`src/rdc_pkg.sv`:
```
package rdc_pkg;

    // Drive phase reported with each result word
    typedef enum logic [2:0] {
        PH_IDLE  = 3'd0,
        PH_DELAY = 3'd1,
        PH_REACT = 3'd2,
        PH_TURN  = 3'd3,
        PH_REV   = 3'd4,
        PH_SPIN  = 3'd5
    } t_phase;

    // Four motor leg duties: [0] left fwd, [1] left rev, [2] right fwd, [3] right rev
    typedef logic [3:0][7:0] t_duty;

    localparam int DUTY_W   = 8;
    localparam int IR_W     = 10;
    localparam int TIME_W   = 16;
    localparam int TICK_W   = 32;
    localparam int CODE_W   = 7;
    localparam int CFG_IDX_W = 3;
    localparam int IN_W     = 40;
    localparam int OUT_W    = 40;

    // Duty levels
    localparam logic [7:0] DUTY_OFF        = 8'd0;
    localparam logic [7:0] DUTY_FULL       = 8'd255;
    localparam logic [7:0] DUTY_WEAVE_SLOW = 8'd150;
    localparam logic [7:0] DUTY_VEER_SLOW  = 8'd155;

    // Register indexes on the configuration port
    localparam logic [2:0] REG_IR_THRESHOLD = 3'd0;
    localparam logic [2:0] REG_START_DELAY  = 3'd1;
    localparam logic [2:0] REG_TURN_TIME    = 3'd2;
    localparam logic [2:0] REG_REVERSE_TIME = 3'd3;
    localparam logic [2:0] REG_SPIN_TIME    = 3'd4;
    localparam logic [2:0] REG_WEAVE_PERIOD = 3'd5;

    // Register reset values
    localparam logic [9:0]  IR_THRESHOLD_RST = 10'd500;
    localparam logic [15:0] START_DELAY_RST  = 16'd3000;
    localparam logic [15:0] TURN_TIME_RST    = 16'd1050;
    localparam logic [15:0] REVERSE_TIME_RST = 16'd500;
    localparam logic [15:0] SPIN_TIME_RST    = 16'd390;
    localparam logic [15:0] WEAVE_PERIOD_RST = 16'd500;

    // Sensor codes: {back_left, back_right, front_left, front_right, ir_r, ir_l, ir_c}
    localparam logic [6:0] CODE_SEARCH      = 7'd0;
    localparam logic [6:0] CODE_CHARGE      = 7'd1;
    localparam logic [6:0] CODE_TURN_LEFT   = 7'd2;
    localparam logic [6:0] CODE_VEER_LEFT   = 7'd3;
    localparam logic [6:0] CODE_TURN_RIGHT  = 7'd4;
    localparam logic [6:0] CODE_VEER_RIGHT  = 7'd5;
    localparam logic [6:0] CODE_BACK_FR     = 7'd8;
    localparam logic [6:0] CODE_STOP_FR     = 7'd9;
    localparam logic [6:0] CODE_BACK_FL     = 7'd16;
    localparam logic [6:0] CODE_STOP_FL     = 7'd17;
    localparam logic [6:0] CODE_BACK_BOTH   = 7'd24;
    localparam logic [6:0] CODE_STOP_LO     = 7'd25;
    localparam logic [6:0] CODE_STOP_HI     = 7'd29;

    function automatic t_duty duties(input logic [7:0] lf, input logic [7:0] lr,
                                     input logic [7:0] rf, input logic [7:0] rr);
        t_duty d;
        d[0] = lf;
        d[1] = lr;
        d[2] = rf;
        d[3] = rr;
        return d;
    endfunction

    // Spin in place: rightward drives left forward and right reverse
    function automatic t_duty spin_duty(input logic rightward);
        t_duty d;
        if (rightward) begin
            d = duties(DUTY_FULL, DUTY_OFF, DUTY_OFF, DUTY_FULL);
        end else begin
            d = duties(DUTY_OFF, DUTY_FULL, DUTY_FULL, DUTY_OFF);
        end
        return d;
    endfunction

endpackage

```
`src/reactive_drive_controller.sv`:
```
// Reactive drive controller. Each input word is one 1 ms tick with a sensor snapshot; each
// tick gives exactly one result word with the four motor PWM duties and the drive phase.
// The block arms when start_switch is first seen high, waits start_delay ticks, then picks
// a weave, charge, veer, stop, timed turn or timed reverse-then-spin from the IR threshold
// bits and the line bits. Throughput is one word per clock while the output is not stalled; a
// sensor word is taken into the input register, and its drive word is loaded into the result
// register after a single pass of decision logic that also updates the state.
// A stalled output lets one more word wait in the input register; after that intake stops
// until the result word is taken. Input ready stays low while reset is asserted.
// Configuration writes take effect at once and are meant to be made while the block is idle.
module reactive_drive_controller (
    input  logic        i_clk,
    input  logic        i_rst_n,
    // Sensor words
    input  logic        i_s_tvalid,
    output logic        o_s_tready,
    // [0] start_switch, [10:1] ir_left, [20:11] ir_center, [30:21] ir_right,
    // [31] line_front_left, [32] line_front_right, [33] line_back_left,
    // [34] line_back_right, [35] left_bumper, [36] right_bumper, [39:37] zero
    input  logic [39:0] i_s_tdata,
    // Drive words
    output logic        o_m_tvalid,
    input  logic        i_m_tready,
    // [7:0] left_forward_duty, [15:8] left_reverse_duty, [23:16] right_forward_duty,
    // [31:24] right_reverse_duty, [34:32] phase, [39:35] zero
    output logic [39:0] o_m_tdata,
    // Configuration writes
    input  logic        i_cfg_we,
    input  logic [2:0]  i_cfg_addr,
    input  logic [15:0] i_cfg_data
);

    // Configuration registers
    logic [9:0]  r_ir_threshold;
    logic [15:0] r_start_delay;
    logic [15:0] r_turn_time;
    logic [15:0] r_reverse_time;
    logic [15:0] r_spin_time;
    logic [15:0] r_weave_period;

    // Input stage
    logic        r_in_vld;
    logic [39:0] r_in;
    logic        advance;

    // Drive state
    logic [31:0]        r_tick,      n_tick;
    logic               r_armed,     n_armed;
    logic [31:0]        r_arm_time,  n_arm_time;
    logic               r_left_fast, n_left_fast;
    logic [31:0]        r_flip_time, n_flip_time;
    rdc_pkg::t_phase    r_phase,     n_phase;
    logic [15:0]        r_elapsed,   n_elapsed;
    logic               r_spin_right, n_spin_right;
    rdc_pkg::t_duty     r_duty,      n_duty;
    logic               r_out_vld;

    // Decoded sensor word
    logic        sw, lfl, lfr, lbl, lbr, bump;
    logic        seen_l, seen_c, seen_r, any_ir;
    logic [6:0]  code;
    logic [15:0] elapsed_inc;
    logic [31:0] since_arm;
    logic        delay_done;
    logic        weave_due;
    logic        decide;

    // Configuration write port
    always_ff @(posedge i_clk) begin
        if (!i_rst_n) begin
            r_ir_threshold <= rdc_pkg::IR_THRESHOLD_RST;
            r_start_delay  <= rdc_pkg::START_DELAY_RST;
            r_turn_time    <= rdc_pkg::TURN_TIME_RST;
            r_reverse_time <= rdc_pkg::REVERSE_TIME_RST;
            r_spin_time    <= rdc_pkg::SPIN_TIME_RST;
            r_weave_period <= rdc_pkg::WEAVE_PERIOD_RST;
        end else if (i_cfg_we) begin
            case (i_cfg_addr)
                rdc_pkg::REG_IR_THRESHOLD: r_ir_threshold <= i_cfg_data[9:0];
                rdc_pkg::REG_START_DELAY:  r_start_delay  <= i_cfg_data;
                rdc_pkg::REG_TURN_TIME:    r_turn_time    <= i_cfg_data;
                rdc_pkg::REG_REVERSE_TIME: r_reverse_time <= i_cfg_data;
                rdc_pkg::REG_SPIN_TIME:    r_spin_time    <= i_cfg_data;
                rdc_pkg::REG_WEAVE_PERIOD: r_weave_period <= i_cfg_data;
                default: ;
            endcase
        end
    end

    // Advance a held word when the result register is free or being drained
    assign advance    = r_in_vld && (!r_out_vld || i_m_tready);
    assign o_s_tready = i_rst_n && (!r_in_vld || advance);

    // Capture the incoming word
    always_ff @(posedge i_clk) begin
        if (!i_rst_n) begin
            r_in_vld <= 1'b0;
        end else if (o_s_tready) begin
            r_in_vld <= i_s_tvalid;
        end
    end

    always_ff @(posedge i_clk) begin
        if (o_s_tready && i_s_tvalid) begin
            r_in <= i_s_tdata;
        end
    end

    // Unpack sensors and threshold the IR samples
    assign sw     = r_in[0];
    assign seen_l = r_in[10:1]  > r_ir_threshold;
    assign seen_c = r_in[20:11] > r_ir_threshold;
    assign seen_r = r_in[30:21] > r_ir_threshold;
    assign lfl    = r_in[31];
    assign lfr    = r_in[32];
    assign lbl    = r_in[33];
    assign lbr    = r_in[34];
    assign bump   = r_in[35] | r_in[36];
    assign any_ir = seen_l | seen_c | seen_r;
    assign code   = {lbl, lbr, lfl, lfr, seen_r, seen_l, seen_c};

    // Timers: saturating maneuver count, wrapping tick differences
    assign elapsed_inc = (r_elapsed != 16'hFFFF) ? r_elapsed + 16'd1 : r_elapsed;
    assign since_arm   = r_armed ? r_tick - r_arm_time : 32'd0;
    assign delay_done  = since_arm >= {16'd0, r_start_delay};
    assign weave_due   = (r_tick - r_flip_time) >= {16'd0, r_weave_period};
    assign n_tick      = r_tick + 32'd1;

    // Next state for one tick
    always_comb begin
        n_armed      = r_armed;
        n_arm_time   = r_arm_time;
        n_left_fast  = r_left_fast;
        n_flip_time  = r_flip_time;
        n_phase      = r_phase;
        n_elapsed    = r_elapsed;
        n_spin_right = r_spin_right;
        n_duty       = r_duty;
        decide       = 1'b1;

        // Run a timed maneuver to its end
        case (r_phase)
            rdc_pkg::PH_TURN: begin
                n_elapsed = elapsed_inc;
                if (elapsed_inc >= r_turn_time || lfl || lfr || seen_c) begin
                    n_phase = rdc_pkg::PH_REACT;
                end else begin
                    decide = 1'b0;
                end
            end
            rdc_pkg::PH_REV: begin
                n_elapsed = elapsed_inc;
                decide    = 1'b0;
                if (elapsed_inc >= r_reverse_time || any_ir) begin
                    n_duty    = rdc_pkg::spin_duty(r_spin_right);
                    n_elapsed = 16'd0;
                    n_phase   = (r_spin_time != 16'd0 && !any_ir) ? rdc_pkg::PH_SPIN
                                                                   : rdc_pkg::PH_REACT;
                end
            end
            rdc_pkg::PH_SPIN: begin
                n_elapsed = elapsed_inc;
                if (elapsed_inc >= r_spin_time || any_ir) begin
                    n_phase = rdc_pkg::PH_REACT;
                end else begin
                    decide = 1'b0;
                end
            end
            default: ;
        endcase

        // Decide from the switch and the sensor code
        if (decide) begin
            if (sw) begin
                n_armed = 1'b1;
                if (!r_armed) begin
                    n_arm_time = r_tick;
                end
                if (delay_done) begin
                    n_phase = rdc_pkg::PH_REACT;
                    case (code) inside
                        rdc_pkg::CODE_SEARCH: begin
                            if (weave_due) begin
                                n_left_fast = !r_left_fast;
                                n_flip_time = r_tick;
                            end
                            if (bump) begin
                                n_duty = rdc_pkg::duties(rdc_pkg::DUTY_OFF, rdc_pkg::DUTY_OFF,
                                                         rdc_pkg::DUTY_OFF, rdc_pkg::DUTY_OFF);
                            end else if (n_left_fast) begin
                                n_duty = rdc_pkg::duties(rdc_pkg::DUTY_FULL, rdc_pkg::DUTY_OFF,
                                                         rdc_pkg::DUTY_WEAVE_SLOW,
                                                         rdc_pkg::DUTY_OFF);
                            end else begin
                                n_duty = rdc_pkg::duties(rdc_pkg::DUTY_WEAVE_SLOW,
                                                         rdc_pkg::DUTY_OFF,
                                                         rdc_pkg::DUTY_FULL, rdc_pkg::DUTY_OFF);
                            end
                        end
                        rdc_pkg::CODE_CHARGE: begin
                            n_duty = rdc_pkg::duties(rdc_pkg::DUTY_FULL, rdc_pkg::DUTY_OFF,
                                                     rdc_pkg::DUTY_FULL, rdc_pkg::DUTY_OFF);
                        end
                        rdc_pkg::CODE_VEER_LEFT: begin
                            n_duty = rdc_pkg::duties(rdc_pkg::DUTY_VEER_SLOW, rdc_pkg::DUTY_OFF,
                                                     rdc_pkg::DUTY_FULL, rdc_pkg::DUTY_OFF);
                        end
                        rdc_pkg::CODE_VEER_RIGHT: begin
                            n_duty = rdc_pkg::duties(rdc_pkg::DUTY_FULL, rdc_pkg::DUTY_OFF,
                                                     rdc_pkg::DUTY_VEER_SLOW,
                                                     rdc_pkg::DUTY_OFF);
                        end
                        rdc_pkg::CODE_TURN_LEFT, rdc_pkg::CODE_TURN_RIGHT: begin
                            n_duty    = rdc_pkg::spin_duty(code == rdc_pkg::CODE_TURN_RIGHT);
                            n_elapsed = 16'd0;
                            if (r_turn_time != 16'd0) begin
                                n_phase = rdc_pkg::PH_TURN;
                            end
                        end
                        rdc_pkg::CODE_BACK_FR, rdc_pkg::CODE_BACK_FL,
                        rdc_pkg::CODE_BACK_BOTH: begin
                            n_spin_right = (code != rdc_pkg::CODE_BACK_FL);
                            n_elapsed    = 16'd0;
                            if (r_reverse_time != 16'd0) begin
                                n_duty  = rdc_pkg::duties(rdc_pkg::DUTY_OFF, rdc_pkg::DUTY_FULL,
                                                          rdc_pkg::DUTY_OFF, rdc_pkg::DUTY_FULL);
                                n_phase = rdc_pkg::PH_REV;
                            end else begin
                                // Zero reverse time: go straight to the spin
                                n_duty  = rdc_pkg::spin_duty(n_spin_right);
                                n_phase = (r_spin_time != 16'd0 && !any_ir)
                                        ? rdc_pkg::PH_SPIN : rdc_pkg::PH_REACT;
                            end
                        end
                        rdc_pkg::CODE_STOP_FR, rdc_pkg::CODE_STOP_FL,
                        [rdc_pkg::CODE_STOP_LO:rdc_pkg::CODE_STOP_HI]: begin
                            n_duty = rdc_pkg::duties(rdc_pkg::DUTY_OFF, rdc_pkg::DUTY_OFF,
                                                     rdc_pkg::DUTY_OFF, rdc_pkg::DUTY_OFF);
                        end
                        default: ;
                    endcase
                end else begin
                    n_phase = rdc_pkg::PH_DELAY;
                end
            end else begin
                n_phase = rdc_pkg::PH_IDLE;
            end
        end
    end

    // Hold state and result; advance one tick per accepted word
    always_ff @(posedge i_clk) begin
        if (!i_rst_n) begin
            r_tick       <= 32'd0;
            r_armed      <= 1'b0;
            r_arm_time   <= 32'd0;
            r_left_fast  <= 1'b1;
            r_flip_time  <= 32'd0;
            r_phase      <= rdc_pkg::PH_IDLE;
            r_elapsed    <= 16'd0;
            r_spin_right <= 1'b0;
            r_duty       <= '0;
            r_out_vld    <= 1'b0;
        end else begin
            if (advance) begin
                r_tick       <= n_tick;
                r_armed      <= n_armed;
                r_arm_time   <= n_arm_time;
                r_left_fast  <= n_left_fast;
                r_flip_time  <= n_flip_time;
                r_phase      <= n_phase;
                r_elapsed    <= n_elapsed;
                r_spin_right <= n_spin_right;
                r_duty       <= n_duty;
                r_out_vld    <= 1'b1;
            end else if (i_m_tready) begin
                r_out_vld    <= 1'b0;
            end
        end
    end

    assign o_m_tvalid = r_out_vld;
    assign o_m_tdata  = {5'd0, r_phase, r_duty};

endmodule

```
`config.mk`:
```
export PLATFORM = sky130hd
export DESIGN_NAME = reactive_drive_controller
export DESIGN_NICKNAME = d
export VERILOG_FILES = /design/src/rdc_pkg.sv /design/src/reactive_drive_controller.sv
export SDC_FILE = /design/constraint.sdc
export NUM_CORES = 1
export LEC_CHECK = 0
export BUFFER_PORTS_ARGS = -buffer_cell sky130_fd_sc_hd__buf_4
export CELL_PAD_IN_SITES_DETAIL_PLACEMENT = 1
export CELL_PAD_IN_SITES_GLOBAL_PLACEMENT = 1
export CORE_MARGIN = 1.5
export CORE_UTILIZATION = 51
export DETAILED_ROUTE_END_ITERATION = 12
export GPL_ROUTABILITY_DRIVEN = 0
export GPL_TIMING_DRIVEN = 0
export PLACE_DENSITY = 0.95
export SETUP_SLACK_MARGIN = 0.4
export SLEW_MARGIN = 5
export SYNTH_ARGS = -nofsm -noshare
export SYNTH_HDL_FRONTEND = slang
export SYNTH_SLANG_ARGS = --single-unit
```
`constraint.sdc`:
```
create_clock -name i_clk -period 11.4 [get_ports i_clk]
set_clock_uncertainty 0.05 [all_clocks]
set_input_delay 2.28 -clock i_clk [delete_from_list [all_inputs] [get_ports i_clk]]
set_output_delay 2.28 -clock i_clk [all_outputs]
set_load 0.005 [all_outputs]
```
==> Word-level counts from Yosys, hierarchy flattened <==
Index checks and enable logic that the tools add are counted.
{ "op_classes": {"magnitude_cmp": 10, "muxes": 57, "eq_ne": 23, "addsub": 4, "n_reduce_logical": 39, "bitwise": 9} }
{ "op_table": {"columns": ["operator", "count"], "rows": [
  ["32-bit two-way mux", 17],
  ["16-bit two-way mux", 11],
  ["32-bit by 16-bit >= comparator with 1-bit output", 2],
  ["32-bit subtractor", 2],
  ["16-bit >= comparator", 3],
  ["16-bit nonzero test", 3],
  ["3-bit two-way mux", 14],
  ["32-bit by 1-bit adder with 32-bit output (second input constant)", 1],
  ["16-bit one-hot mux with 2 select lines", 1],
  ["10-bit greater-than comparator", 3],
  ["24-bit two-way mux", 1],
  ["23-bit two-way mux", 1],
  ["7-bit by 5-bit == test with 1-bit output (second input constant)", 3],
  ["16-bit by 1-bit adder with 16-bit output (second input constant)", 1],
  ["16-bit inequality test (second input constant)", 1],
  ["7-bit by 2-bit == test with 1-bit output (second input constant)", 2],
  ["7-bit by 3-bit == test with 1-bit output (second input constant)", 2],
  ["7-bit by 4-bit == test with 1-bit output (second input constant)", 2],
  ["3-bit == test (second input constant)", 4],
  ["2-bit AND reduction", 6],
  ["1-bit two-way mux", 10],
  ["10-bit AND reduction", 1],
  ["5-bit AND reduction", 2],
  ["3-bit by 2-bit == test with 1-bit output (second input constant)", 3],
  ["other kinds (22)", 46]
]} }
{ "word_totals": {"wordCells": 163, "regBits": 279, "inputBits": 64, "output_inout_bits": 42} }

==> Logic depth before layout (Yosys ltp) <==
Gate-level depths: netlist of the first run.
{ "logic_depth": {"ltp_word": 16, "mapped_depth": 25, "mapped_depth_nobuf": 23} }

==> Worst setup path after synthesis of the first run <==
Ideal clock, no wire load.
{ "synth_timing": {"path_type": "flip-flop to flip-flop", "start": "register r_tick[10]", "end": "register r_flip_time[10]", "path_slack_ns": 6.405, "path_buffers": 3, "arrival_time_ns": 4.817, "required_ns": 11.222, "period_less_slack_ns": 4.995, "setup_time_ns": 0.128, "path_stages_with_launch": 22, "path_cell_list": "dfxtp_1 > ha_1 > buf_6 > a21oi_4 > o21bai_1 > a221o_1 > or3_1 > and3_1 > ha_1 > a2111oi_0 > nand2_1 > a211o_1 > a31oi_1 > o22ai_1 > a2111o_1 > or4_4 > o21a_1 > buf_6 > o2111ai_4 > buf_12 > mux2i_1 > nor2_1"} }
{ "synth_between": {"elab_chain_len": 4, "elab_cells_between_ends": 6, "cone_classes": "add/sub: 2; order compare: 2; mux: 1; reduce/logical: 1"} }
{ "synth_rtl": {"columns": ["element", "line", "rtl"], "rows": [
  ["from (decl)", "reactive_drive_controller.sv:47", "logic [31:0] r_tick, n_tick;"],
  ["from (signal assigned)", "reactive_drive_controller.sv:266", "r_tick <= n_tick;"],
  ["32-bit subtractor", "reactive_drive_controller.sv:124", "assign since_arm = r_armed ? r_tick - r_arm_time : 32'd0;"],
  ["32-bit two-way mux", "reactive_drive_controller.sv:124", null],
  ["32-bit by 16-bit >= comparator with 1-bit output", "reactive_drive_controller.sv:125", "assign delay_done = since_arm >= {16'd0, r_start_delay};"],
  ["6-bit AND reduction (no source line)", null, null],
  ["to (signal assigned)", "reactive_drive_controller.sv:270", "r_flip_time <= n_flip_time;"],
  ["to (decl)", "reactive_drive_controller.sv:51", "logic [31:0] r_flip_time, n_flip_time;"]
]} }
Parallel ways exist; a longest one is shown, timed or not.
A chain may end at the register's enable or synchronous reset.

==> Worst setup path after layout of the first run <==
{ "layout_timing": {"start": "register r_tick[0]", "end": "register r_flip_time[6]"} }
{ "layout_between": {"elab_chain_len": 4, "elab_cells_between_ends": 6, "cone_classes": "add/sub: 2; order compare: 2; mux: 1; reduce/logical: 1"} }
{ "layout_rtl": {"columns": ["element", "line"], "rows": [
  ["32-bit subtractor", "reactive_drive_controller.sv:124"],
  ["32-bit two-way mux", "reactive_drive_controller.sv:124"],
  ["32-bit by 16-bit >= comparator with 1-bit output", "reactive_drive_controller.sv:125"],
  ["6-bit AND reduction (no source line) *", null]
]} }
Mark *: on every way between the ends. The rest lies on a longest branch, timed or not.

==> results.txt, run 1 <==
The count of pins on the block boundary is approximately 110. The setup TNS came out at 0 ns. The number of hold buffers added after CTS was 0.

The analysis attributes to cell leakage a power of a little over 9 nW. The residual antenna-violating net count after detailed routing came out at 0. For the pin with the worst max-slew slack, the measured transition is 1.17 ns. The clock network fraction of design power came out at approximately 47%. Once the floorplan was initialized, standard cells occupied approximately 52% of the core.

The internal power consumption is 0.00172 W. The top achievable clock speed is around 140 MHz. From left edge to right edge, the die measures 192 um.

For the worst setup path, the data required time is roughly 12 ns. The detailed router's first-iteration violation count is 2057. The leading cell type in the layout, fill and taps excluded is sky130_fd_sc_hd__nand2_1. The path class of the tightest hold or removal check is reg2reg. The ratio of cells with drive above 1 in the final layout is 8.41%. The number of buffers created by CTS came out at 30.

Of the total power, combinational logic draws around 9.2%. The via count of the first global-routing pass came to between 20000 and 25000. The max-cap check violation count is 0. The worst-case clock buffer depth is 3. The power per cell area came out at ~110 mW/mm^2. The initial antenna violation count is 2. The per-instance average area after synthesis is about 8 um^2.

The post-synthesis to final-layout area growth is 13.3%. The global-route wire length before repair came out at 119 mm. The count of warnings emitted by yosys is 0. For this run, the register share of the synthesized area comes to 32.5%.

The die covers around 0.037 mm^2. The number of pins exceeding their max-slew limit in the final report is 0. Setup repair after global routing left no endpoint under its margin.

The most common flop cell mapped by yosys is sky130_fd_sc_hd__dfxtp_1. The half-perimeter wire length of the detailed placement result is about 49 mm. The final net count is 2667. The ratio of final minimum period to clock period is about three fifths. The number of gates resized after CTS is 0. The count of final setup violators came out at 0. The number of sinks on the clock net came out at ~280. The core region area came out at ~0.035 mm^2. The fraction of power consumed by sequential logic came out at 43.8%. The count of buffers added by post-CTS timing repair for setup came out at 0. STA classifies the critical path endpoint as a register. The clock-pin slew on the worst setup and hold paths came out at roughly 0.070 ns. Of the total power, the share spent switching nets is about 27%. The vertical die dimension is 192 um. The synthesis-stage register bit count is 279. The largest net degree at the start of global routing came out at 31. The later-pin clock latency in the skew report is 0.64 ns.

The data arrival time at the worst-slack endpoint came out at 7.36 ns. The count of buffers added on input and output ports is 97. The number of vias after detailed routing is just under 20000. The tree is rooted in a sky130_fd_sc_hd__clkbuf_16.

The power dissipated by switching net loads came out at 0.000644 W. The final period demand of the worst path came out at a little under 7 ns. The mean number of vias per cell is 6.77. The first-pass iteration count of the detailed router came out at 6. The worst setup path is of the reg2reg kind.

Including well taps, the total number of placed cells is around 2900. The number of hold-slack violations in the final timing report came out at 0. TritonCTS built the clock tree. The design draws about 0.0024 W. The worst pin sits at a relative slew slack of 21.5%.

The top cell types in the final layout, fill and taps aside, are sky130_fd_sc_hd__nand2_1 (345), sky130_fd_sc_hd__dfxtp_1 (242), sky130_fd_sc_hd__a21oi_1 (234), sky130_fd_sc_hd__inv_1 (180), sky130_fd_sc_hd__ha_1 (174). In the synthesized netlist, the number of instances is about 2300. The number of H-tree levels came out at 1.

The total routed wirelength came out at roughly 77 mm. The distinct cell type count after synthesis is 92. Row generation in the floorplan step produced 69 rows.

Hold timing on the final database bottoms out at a slack of between 0.4 and 0.5 ns. The cell area after synthesis came out at about 0.018 mm^2. Across the VDD grid, the largest voltage drop is between 0.0001 and 0.00015 V. The maximum net fanout on the critical path came out at 10. The async set-or-reset flop fraction in the synthesized netlist is 0%. The number of non-filler instances in the completed layout is about 2900. The residual DRC count came out at 0. The run finished with clean final reports.

The global-route total usage across every layer is 41.4%. The worst setup path is launched from a register. The aggregate global routing overflow came out at 0. The number of enable-type register cells in the synthesized netlist is 37. The wire length per cell after detailed routing is roughly 26 um.
## cell type report
class | instances | area, um^2
well taps | 461 | 577
flip-flops and latches | 279 | 5960
clock buffers | 37 | 861
fillers | 4341 | 14700
clock inverters | 18 | 218
diodes | 1 | 2.50
inverters | 181 | 679
multi-input cells | 1732 | 11200
plain buffers | 104 | 493
repair buffers | 99 | 756
## path summary, 6_finish.rpt
path	endpoint	cells past startpoint	slack, ns	start
hold reg to reg	r_arm_time[30]	2	0.42	r_arm_time[30]
hold / removal	r_arm_time[30]	2	0.42	r_arm_time[30]
setup / recovery	r_flip_time[6]	21	4.49	r_tick[0]
setup reg to reg	r_flip_time[6]	21	4.49	r_tick[0]
## through the flow
step | worst slack (ns) | utilization, % | instance area (um^2)
after detailed placement | 4.80 | 55.4 | 19700
after global routing | 4.09 | 58.4 | 20700
after CTS | 4.67 | 58.4 | 20700
final | 4.49 | 58.5 | 20700
after global placement | 5.04 | 55.3 | 19600
after floorplan | 6.41 | - | 18300
## per-layer routing
layer | track usage, % | vias to the layer above | part of all wire [%]
li1 | - | 8439 | -
met1 | 45.0 | 9547 | 36
met2 | 69.3 | 1215 | 47
met3 | 10.3 | 524 | 8.5
met4 | 31.8 | 2 | 8.1
met5 | 0 | - | 0.020
## cells by family after synthesis
group | count (synthesis) | synth area share (%)
simple gates | 805 | 20.6
compound gates | 630 | 22.5
buf+inv | 285 | 6.40
flops | 279 | 32.5
fa+ha+maj | 176 | 12.1
xor+xnor | 72 | 3.44
mux | 44 | 2.43
other cells | 1 | 0.0205
## sequential cells by signal (all words and copies together) (netlist names)
register / count
r_armed: 1
r_in_vld: 1
r_elapsed: 16
r_spin_time: 16
r_reverse_time: 16
r_ir_threshold: 10
r_in: 37
r_weave_period: 16
r_phase: 3
r_arm_time: 32
r_spin_right: 1
r_flip_time: 32
o_m_tvalid: 1
r_start_delay: 16
r_turn_time: 16
r_tick: 32
r_left_fast: 1
o_m_tdata: 32
## power groups by stage
stage	combinational (W)	sequential, W	clock [W]
2_1_floorplan	0.000110	0.00105	0
3_3_place_gp	0.000184	0.00105	0
3_5_place_dp	0.000199	0.00105	0
4_1_cts	0.000208	0.00103	0.00110
5_1_grt	0.000228	0.00104	0.00114
6_report	0.000216	0.00104	0.00111
## Yosys cell counts, types with 8 or more instances
cell type	count	area share (%)
sky130_fd_sc_hd__clkbuf_1	76	1.6
sky130_fd_sc_hd__a31oi_1	19	0.65
sky130_fd_sc_hd__a21o_1	55	2.3
sky130_fd_sc_hd__o21ai_1	17	0.46
sky130_fd_sc_hd__edfxtp_1	37	6.1
sky130_fd_sc_hd__nand2_1	345	7.1
sky130_fd_sc_hd__nor2_1	155	3.2
sky130_fd_sc_hd__o221a_1	10	0.62
sky130_fd_sc_hd__nand2b_1	23	0.79
sky130_fd_sc_hd__o21a_1	23	0.94
sky130_fd_sc_hd__buf_2	13	0.36
sky130_fd_sc_hd__nand4_1	42	1.4
sky130_fd_sc_hd__o211ai_1	47	1.9
sky130_fd_sc_hd__xor2_1	37	1.8
sky130_fd_sc_hd__xnor2_1	35	1.7
sky130_fd_sc_hd__o31ai_1	12	0.49
sky130_fd_sc_hd__a21oi_1	234	6.4
sky130_fd_sc_hd__o21ai_0	72	2.0
sky130_fd_sc_hd__ha_1	174	12
sky130_fd_sc_hd__or2_2	9	0.31
sky130_fd_sc_hd__or3_1	18	0.62
sky130_fd_sc_hd__nor2b_1	17	0.58
sky130_fd_sc_hd__nor4_1	15	0.51
sky130_fd_sc_hd__mux2i_1	41	2.2
sky130_fd_sc_hd__and4_1	13	0.62
sky130_fd_sc_hd__and2_1	22	0.75
sky130_fd_sc_hd__dfxtp_1	242	26
sky130_fd_sc_hd__o21bai_1	12	0.49
sky130_fd_sc_hd__a31o_1	8	0.38
sky130_fd_sc_hd__nor3_1	30	0.82
sky130_fd_sc_hd__inv_1	180	3.7
sky130_fd_sc_hd__a211oi_1	25	1.0
sky130_fd_sc_hd__nand3_1	61	1.7
sky130_fd_sc_hd__o2bb2ai_1	14	0.67
sky130_fd_sc_hd__and3_1	28	0.96
## worst max-delay path: stages (launching register included)
cell,delay [ns]
sky130_fd_sc_hd__dfxtp_1,0.48
sky130_fd_sc_hd__inv_1,0.20
sky130_fd_sc_hd__ha_1,0.20
sky130_fd_sc_hd__inv_1,0.08
sky130_fd_sc_hd__fa_1,0.41
sky130_fd_sc_hd__a21o_1,0.24
sky130_fd_sc_hd__a311o_1,0.43
sky130_fd_sc_hd__a211oi_1,0.65
sky130_fd_sc_hd__xnor2_1,0.21
sky130_fd_sc_hd__ha_1,0.33
sky130_fd_sc_hd__nand2_1,0.06
sky130_fd_sc_hd__o21ai_0,0.12
sky130_fd_sc_hd__a211oi_1,0.23
sky130_fd_sc_hd__o211ai_1,0.16
sky130_fd_sc_hd__a32oi_1,0.24
sky130_fd_sc_hd__nand4b_1,0.17
sky130_fd_sc_hd__nor4b_1,0.96
sky130_fd_sc_hd__nand2_1,0.30
sky130_fd_sc_hd__o2111ai_4,0.67
sky130_fd_sc_hd__buf_12,0.23
sky130_fd_sc_hd__mux2i_1,0.27
sky130_fd_sc_hd__nor2_1,0.08
No activity file was read; power rests on OpenSTA's default activity.
==> run 2, diff against run 1 <==
- CORE_UTILIZATION: 51 -> 42
- PLACE_DENSITY: 0.95 -> 0.88
- clock period: 11.4 -> 5.73 ns (I/O delays scaled with it)
==> results.txt, run 2 (same netlist as run 1, synthesis figures left out) <==
The flow ran to the end, and the final reports show no timing, DRC or antenna violations. The final period demand of the worst path is 5.44 ns. Leaving out fill and tap cells, the most frequent cells in the layout are sky130_fd_sc_hd__nand2_1 (341), sky130_fd_sc_hd__a21oi_1 (223), sky130_fd_sc_hd__dfxtp_1 (222), sky130_fd_sc_hd__inv_1 (176), sky130_fd_sc_hd__ha_1 (158). The vertical die dimension came out at around 210 um. For this design the top-level I/O count stands at about 110. The cell chosen for the clock root is sky130_fd_sc_hd__clkbuf_16. The number of H-tree levels came out at 1. After clock tree synthesis, the flow added hold-fix buffers numbering 0.

Dividing the detail-routed wire length by the instance count gives between 20 and 25 um. The later-pin clock latency in the skew report came out at 0.60 ns. The initial antenna violation count is 1. The worst-case clock buffer depth is 3.

The residual antenna-violating net count after detailed routing came out at 0. The area growth from synthesis to layout is 19.8%. The number of antenna diodes came out at 0. The die width came out at 212 um. The worst register-to-register path begins at r_arm_time[6]. The initial core utilization came out at approximately 42%. The flip-flop count of the largest register, all copies and words added is 37. The critical path starts at r_arm_time[6]. The smallest setup slack after layout is 0.290 ns. The worst-case vdd ir drop came out at between 0.0002 and 0.00025 V. The global-route total usage across every layer is approximately 30%. For this block, the initial DRC count from the detailed router was ~1500. The filler cell count in the final layout came out at 5172. Following the worst setup path forward leads to its endpoint at r_flip_time[21]. The data arrival time at the worst-slack endpoint is 5.84 ns. The count of final setup violators came out at 0. The largest net degree at the start of global routing came out at 31. The register bank with the most flops is r_in. The number of buffers created by CTS is 30. The number of pins exceeding their max-slew limit in the final report came out at 0. The first-pass iteration count of the detailed router came out at 6. Prior to clock tree synthesis, the placed netlist has a worst setup slack of -0.752 ns. Wires add up to around 72 mm. The worst endpoint required time is between 6 and 7 ns.

The final net count came out at 2717. Headroom to the max-slew limit came out at about a quarter. The critical path is of the reg2reg type.

The via count of the first global-routing pass was just under 20000. The area of combinational cells with multiple inputs is 0.0118 mm^2. TritonCTS built the clock tree.

The die covers 0.0448 mm^2. Across all register-to-register paths, the minimum setup slack is 0.29 ns. The half-perimeter wire length of the detailed placement result came out at approximately 49 mm.

Setup repair after global routing could not meet its margin everywhere. The leakage power figure came out at ~9.5 nW. The power per cell area is around 210 mW/mm^2. The number of vias after detailed routing came out at approximately 19000.

The residual DRC count is 0. The area taken by flip-flops and latches came out at ~0.0060 mm^2. The max-cap check violation count came out at 0. After detailed routing, the number of vias per cell comes to around 6. The worst setup path is launched from a register. The final instance area is ~0.022 mm^2. The worst reg2reg path depth is 25.

The ratio of cells with drive above 1 in the final layout came out at roughly 15%. The core region is 0.0431 mm^2. The number of input and output port buffers inserted came out at 97. The ratio of final minimum period to clock period is 94.9%. The worst setup path is captured at a register. The destination of the worst register-to-register timing path is r_flip_time[21].

The first global-routing pass estimated roughly 110 mm of wire. The path type of the worst min-delay path is reg2reg. The top achievable clock speed came out at approximately 180 MHz.

The actual slew at the worst max-slew pin is 1.11 ns. The number of hold-slack violations in the final timing report is 0. The library cell used most frequently in the layout, excluding fill and tap cells, is sky130_fd_sc_hd__nand2_1. The share of the core filled with cells in the final layout came out at slightly above 50%. The initialized floorplan defines 76 standard-cell rows. CTS saw around 280 sinks.

The aggregate global routing overflow is 0. The post-placement cell area came out at between 0.015 and 0.02 mm^2. The clock-pin slew on the worst setup and hold paths came out at 0.07 ns. The worst hold slack after final layout is approximately 0.41 ns. The maximum net fanout on the critical path is 7.
==> run 2: worst min-delay path by stage <==
stage	depth (start not counted)	startpoint	slack, ns	end
floorplan	2	r_arm_time[10]	0.39	r_arm_time[10]
global placement	2	r_arm_time[20]	0.39	r_arm_time[20]
detailed placement	2	r_start_delay[10]	0.40	r_start_delay[10]
CTS	2	r_arm_time[23]	0.41	r_arm_time[23]
global route	2	r_arm_time[20]	0.44	r_arm_time[20]
finish	2	r_arm_time[23]	0.41	r_arm_time[23]
==> run 2: repair_timing <==
item,in CTS,in global routing
resized for setup,112,71
cloned,3,0
endpoints found under the setup margin,118,113
buffers inserted,30,17
pin swaps,22,35
==> run 2: routing by layer <==
metal	global-route usage (%)	vias up	wire length, um
li1	-	8550	-
met1	35.1	9433	28200
met2	54.3	735	35500
met3	4.61	252	4050
met4	15.9	2	3980
met5	0	-	16
==> run 2: per-stage QoR <==
stage,total power [W],TNS (ns),cells
5_1_grt,0.00461,0,3085
4_1_cts,0.00445,0,3068
6_report,0.00450,0,3085
2_1_floorplan,0.00231,0,2296
3_5_place_dp,0.00249,-54.63,2980
3_3_place_gp,0.00246,-31.54,2978
==> run 2: final cells by class <==
class	instances	share of cell area, %
Multi-Input combinational cell	1732	53.7
Clock buffer	41	3.84
Buffer	104	2.37
Tap cell	585	3.34
Sequential cell	279	27.4
Timing Repair Buffer	149	5.56
Clock inverter	14	0.668
Inverter	181	3.10
==> run 2: power by group <==
| group | internal [W] | total (W) | switching, W | leakage, nW |
|---|---|---|---|---|
| clock | 0.00112 | 0.00200 | 0.000875 | 0.489 |
| combinational | 0.000168 | 0.000447 | 0.000279 | 6.71 |
| sequential | 0.00202 | 0.00205 | 0.0000310 | 2.32 |
| total | 0.00331 | 0.00450 | 0.00119 | 9.52 |
==> run 2: critical path: stages, from the launching register on <==
cell and delay [ns]:
sky130_fd_sc_hd__dfxtp_2 0.36, sky130_fd_sc_hd__inv_2 0.06, sky130_fd_sc_hd__ha_4 0.21, sky130_fd_sc_hd__buf_6 0.14, sky130_fd_sc_hd__o21ai_0 0.37, sky130_fd_sc_hd__o21bai_2 0.19
sky130_fd_sc_hd__o21ai_2 0.20, sky130_fd_sc_hd__nand2b_1 0.10, sky130_fd_sc_hd__a21oi_2 0.16, sky130_fd_sc_hd__xnor2_1 0.09, sky130_fd_sc_hd__and2_1 0.17, sky130_fd_sc_hd__ha_1 0.21
sky130_fd_sc_hd__a211oi_2 0.21, sky130_fd_sc_hd__nor3_1 0.08, sky130_fd_sc_hd__a211o_1 0.31, sky130_fd_sc_hd__a31oi_4 0.24, sky130_fd_sc_hd__o22ai_2 0.11, sky130_fd_sc_hd__a2111o_1 0.36
sky130_fd_sc_hd__or4_4 0.49, sky130_fd_sc_hd__o21a_4 0.24, sky130_fd_sc_hd__buf_8 0.14, sky130_fd_sc_hd__o2111ai_4 0.16, sky130_fd_sc_hd__buf_6 0.17, sky130_fd_sc_hd__buf_16 0.12
sky130_fd_sc_hd__mux2i_1 0.28, sky130_fd_sc_hd__nor2_1 0.09
==> run 3, diff against run 2 <==
- PLACE_DENSITY: 0.88 -> default
- PLACE_DENSITY_LB_ADDON: default -> 0.1
==> results.txt, run 3 (same netlist as run 1, synthesis figures left out) <==
The residual DRC count came out at 0. The register bank with the most flops is r_in. The worst endpoint required time is 6.11 ns. The initial antenna violation count is 0. The die width is 212 um. Leaving out fill and tap cells, the most frequent cells in the layout are sky130_fd_sc_hd__nand2_1 (341), sky130_fd_sc_hd__dfxtp_1 (225), sky130_fd_sc_hd__a21oi_1 (221), sky130_fd_sc_hd__inv_1 (179), sky130_fd_sc_hd__ha_1 (161). The first-pass iteration count of the detailed router is 5. The TritonCTS clock tree is built.

The number of non-filler instances in the completed layout came out at slightly above 3000. The die covers 0.0448 mm^2. In this run the vertical extent of the chip is ~210 um. At the worst endpoint, the arrival time is between 5 and 6 ns. The worst-case clock buffer depth is 3. The worst hold path belongs to the class reg2reg. Summed over all nets, the half-perimeter wirelength after detailed placement is around 48 mm. For this run, the top clock speed supported by timing is between 150 and 200 MHz.

The final period demand of the worst path is ~5.3 ns. The area of combinational cells with multiple inputs came out at about 0.012 mm^2. The worst setup path is launched from a register. The number of clock buffers added by TritonCTS is 35. After layout, the worst path uses 92.1% of the clock period. The worst-case vdd ir drop came out at roughly 0.00015 V. The max-cap check violation count came out at 0. The post-route netlist has roughly 14% of its cells at a drive strength greater than 1. The count of pins on the block boundary came out at about 110. The area taken by flip-flops and latches came out at between 0.006 and 0.007 mm^2. The global-route wire length before repair came out at a little under 100 mm.

The global-route total usage across every layer came out at between 20% and 30%. Dividing the detail-routed via count by the number of cells gives approximately 5.7. The detailed router's first-iteration violation count is 882. The register-to-register setup slack is 0.45 ns. The total area inside the core boundary comes to 0.0431 mm^2. Once routing completed, OpenROAD measured the worst setup slack at between 0.4 and 0.5 ns. The detail route stage leaves a number of antenna-violating nets equal to 0.

The flow ran to the end, and the final reports show no timing, DRC or antenna violations. The wire length per cell after detailed routing came out at between 20 and 25 um. Entering global routing, the biggest net connects 33 pins. The initialized floorplan defines 76 standard-cell rows.

The power per cell area came out at between 200 and 250 mW/mm^2. In this run the number of H-tree levels came out at 2. Relative to the synthesized area, the layout overhead comes to 19.9%.

The number of vias after detailed routing is 17701. The initial core utilization is a little over two fifths. The number of hold-slack violations in the final timing report came out at 0. The maximum net fanout on the critical path is 10.

The number of sinks on the clock net came out at 279. The worst hold slack after final layout is 0.403 ns. The critical path is of the reg2reg type.

The total routed wirelength came out at around 64 mm. The filler cell count in the final layout is 5244. The cell count after placement came out at 2980. The clock-pin slew on the worst setup and hold paths is roughly 0.060 ns. The number of pins exceeding their max-slew limit in the final report is 0.

The count of final setup violators came out at 0. The leakage power figure is roughly 9.6 nW. Setup repair after global routing could not meet its margin everywhere. During placement, the flow inserted port buffers numbering between 90 and 100. The later-pin clock latency in the skew report is between 0.5 and 0.6 ns. At the end of the flow, the number of nets in the layout was 2710. The flip-flop count of the largest register, all copies and words added is 37.

The library cell used most frequently in the layout, excluding fill and tap cells, is sky130_fd_sc_hd__nand2_1. The actual slew at the worst max-slew pin came out at about 1.1 ns. The aggregate global routing overflow is 0.

The worst slew slack as a fraction of its limit came out at about a quarter. CTS placed an instance of sky130_fd_sc_hd__clkbuf_16 at the clock tree root. The via count of the first global-routing pass came out at ~18000. The worst-case setup slack after placement is -1.03 ns. The worst setup path is captured at a register.
[run 3: changes by cell type in the layout (fill, tap and decap cells not counted), moves of 4 or more]
cell                        before  now
sky130_fd_sc_hd__clkbuf_16      30   39
sky130_fd_sc_hd__buf_4         147  140
sky130_fd_sc_hd__clkbuf_1       72   66
sky130_fd_sc_hd__a21oi_2         8   13
sky130_fd_sc_hd__ha_4           10    6
[run 3: per-layer routing]
metal  vias to the layer above  share of wire [%]  track usage [%]
li1                       8536                  -                -
met1                      8718                 45             36.9
met2                       338                 48             48.9
met3                       109                3.5             3.50
met4                         0                2.7             7.76
met5                         -                  0                0
[run 3: critical path, cell delays in order, from the launching register on]
cell                        delay, ns
sky130_fd_sc_hd__dfxtp_4         0.37
sky130_fd_sc_hd__ha_4            0.25
sky130_fd_sc_hd__buf_8           0.13
sky130_fd_sc_hd__a21oi_4         0.16
sky130_fd_sc_hd__o21bai_1        0.08
sky130_fd_sc_hd__a221o_1         0.36
sky130_fd_sc_hd__or3_1           0.32
sky130_fd_sc_hd__and3_4          0.20
sky130_fd_sc_hd__ha_4            0.22
sky130_fd_sc_hd__a2111oi_4       0.33
sky130_fd_sc_hd__nand2_1         0.12
sky130_fd_sc_hd__a211o_1         0.32
sky130_fd_sc_hd__a31oi_4         0.20
sky130_fd_sc_hd__o22ai_2         0.09
sky130_fd_sc_hd__a2111o_1        0.35
sky130_fd_sc_hd__or4_4           0.50
sky130_fd_sc_hd__o21a_1          0.21
sky130_fd_sc_hd__buf_6           0.14
sky130_fd_sc_hd__o2111ai_4       0.09
sky130_fd_sc_hd__buf_12          0.18
sky130_fd_sc_hd__buf_12          0.15
sky130_fd_sc_hd__mux2i_2         0.24
sky130_fd_sc_hd__nor2_1          0.07
[run 3: path summary, 6_finish.rpt]
path | start | endpoint | depth (start not counted)
max | r_tick[10] | r_flip_time[10] | 22
min reg2reg | r_arm_time[30] | r_arm_time[30] | 2
min | r_arm_time[30] | r_arm_time[30] | 2
max reg2reg | r_tick[10] | r_flip_time[10] | 22
[run 3: layout make-up]
type	count	area share, %
antenna	1	0.0114
buffer	104	2.42
clock buffer	49	4.84
clock inverter	14	0.861
inverter	181	3.10
multi-input combinational	1732	53.2
sequential	279	27.3
tap	585	3.33
timing repair buffer	137	4.90
[run 3: power breakdown]
group,total (W),switching [W],internal (W)
registers,0.00205,0.0000293,0.00202
logic,0.000433,0.000267,0.000166
clock network,0.00240,0.000920,0.00148
[run 3: timing repair]
item | CTS | global route
pin swaps | 10 | 30
gates resized for setup | 57 | 105
cloned | 0 | 1
hold endpoints to repair | 0 | 0
endpoints found under the setup margin | 118 | 114
hold buffers | 0 | 0
setup buffers | 11 | 26
[run 3: stage by stage]
step / util, % / TNS, ns / total power, W / area (um^2)
global route: 50.9 / 0 / 0.00504 / 21900
finish: 51.0 / 0 / 0.00488 / 21900
global placement: 45.9 / -42.13 / 0.00248 / 19800
CTS: 49.5 / 0 / 0.00491 / 21300
detailed placement: 46.0 / -51.84 / 0.00249 / 19800
floorplan: - / 0 / 0.00231 / 18300
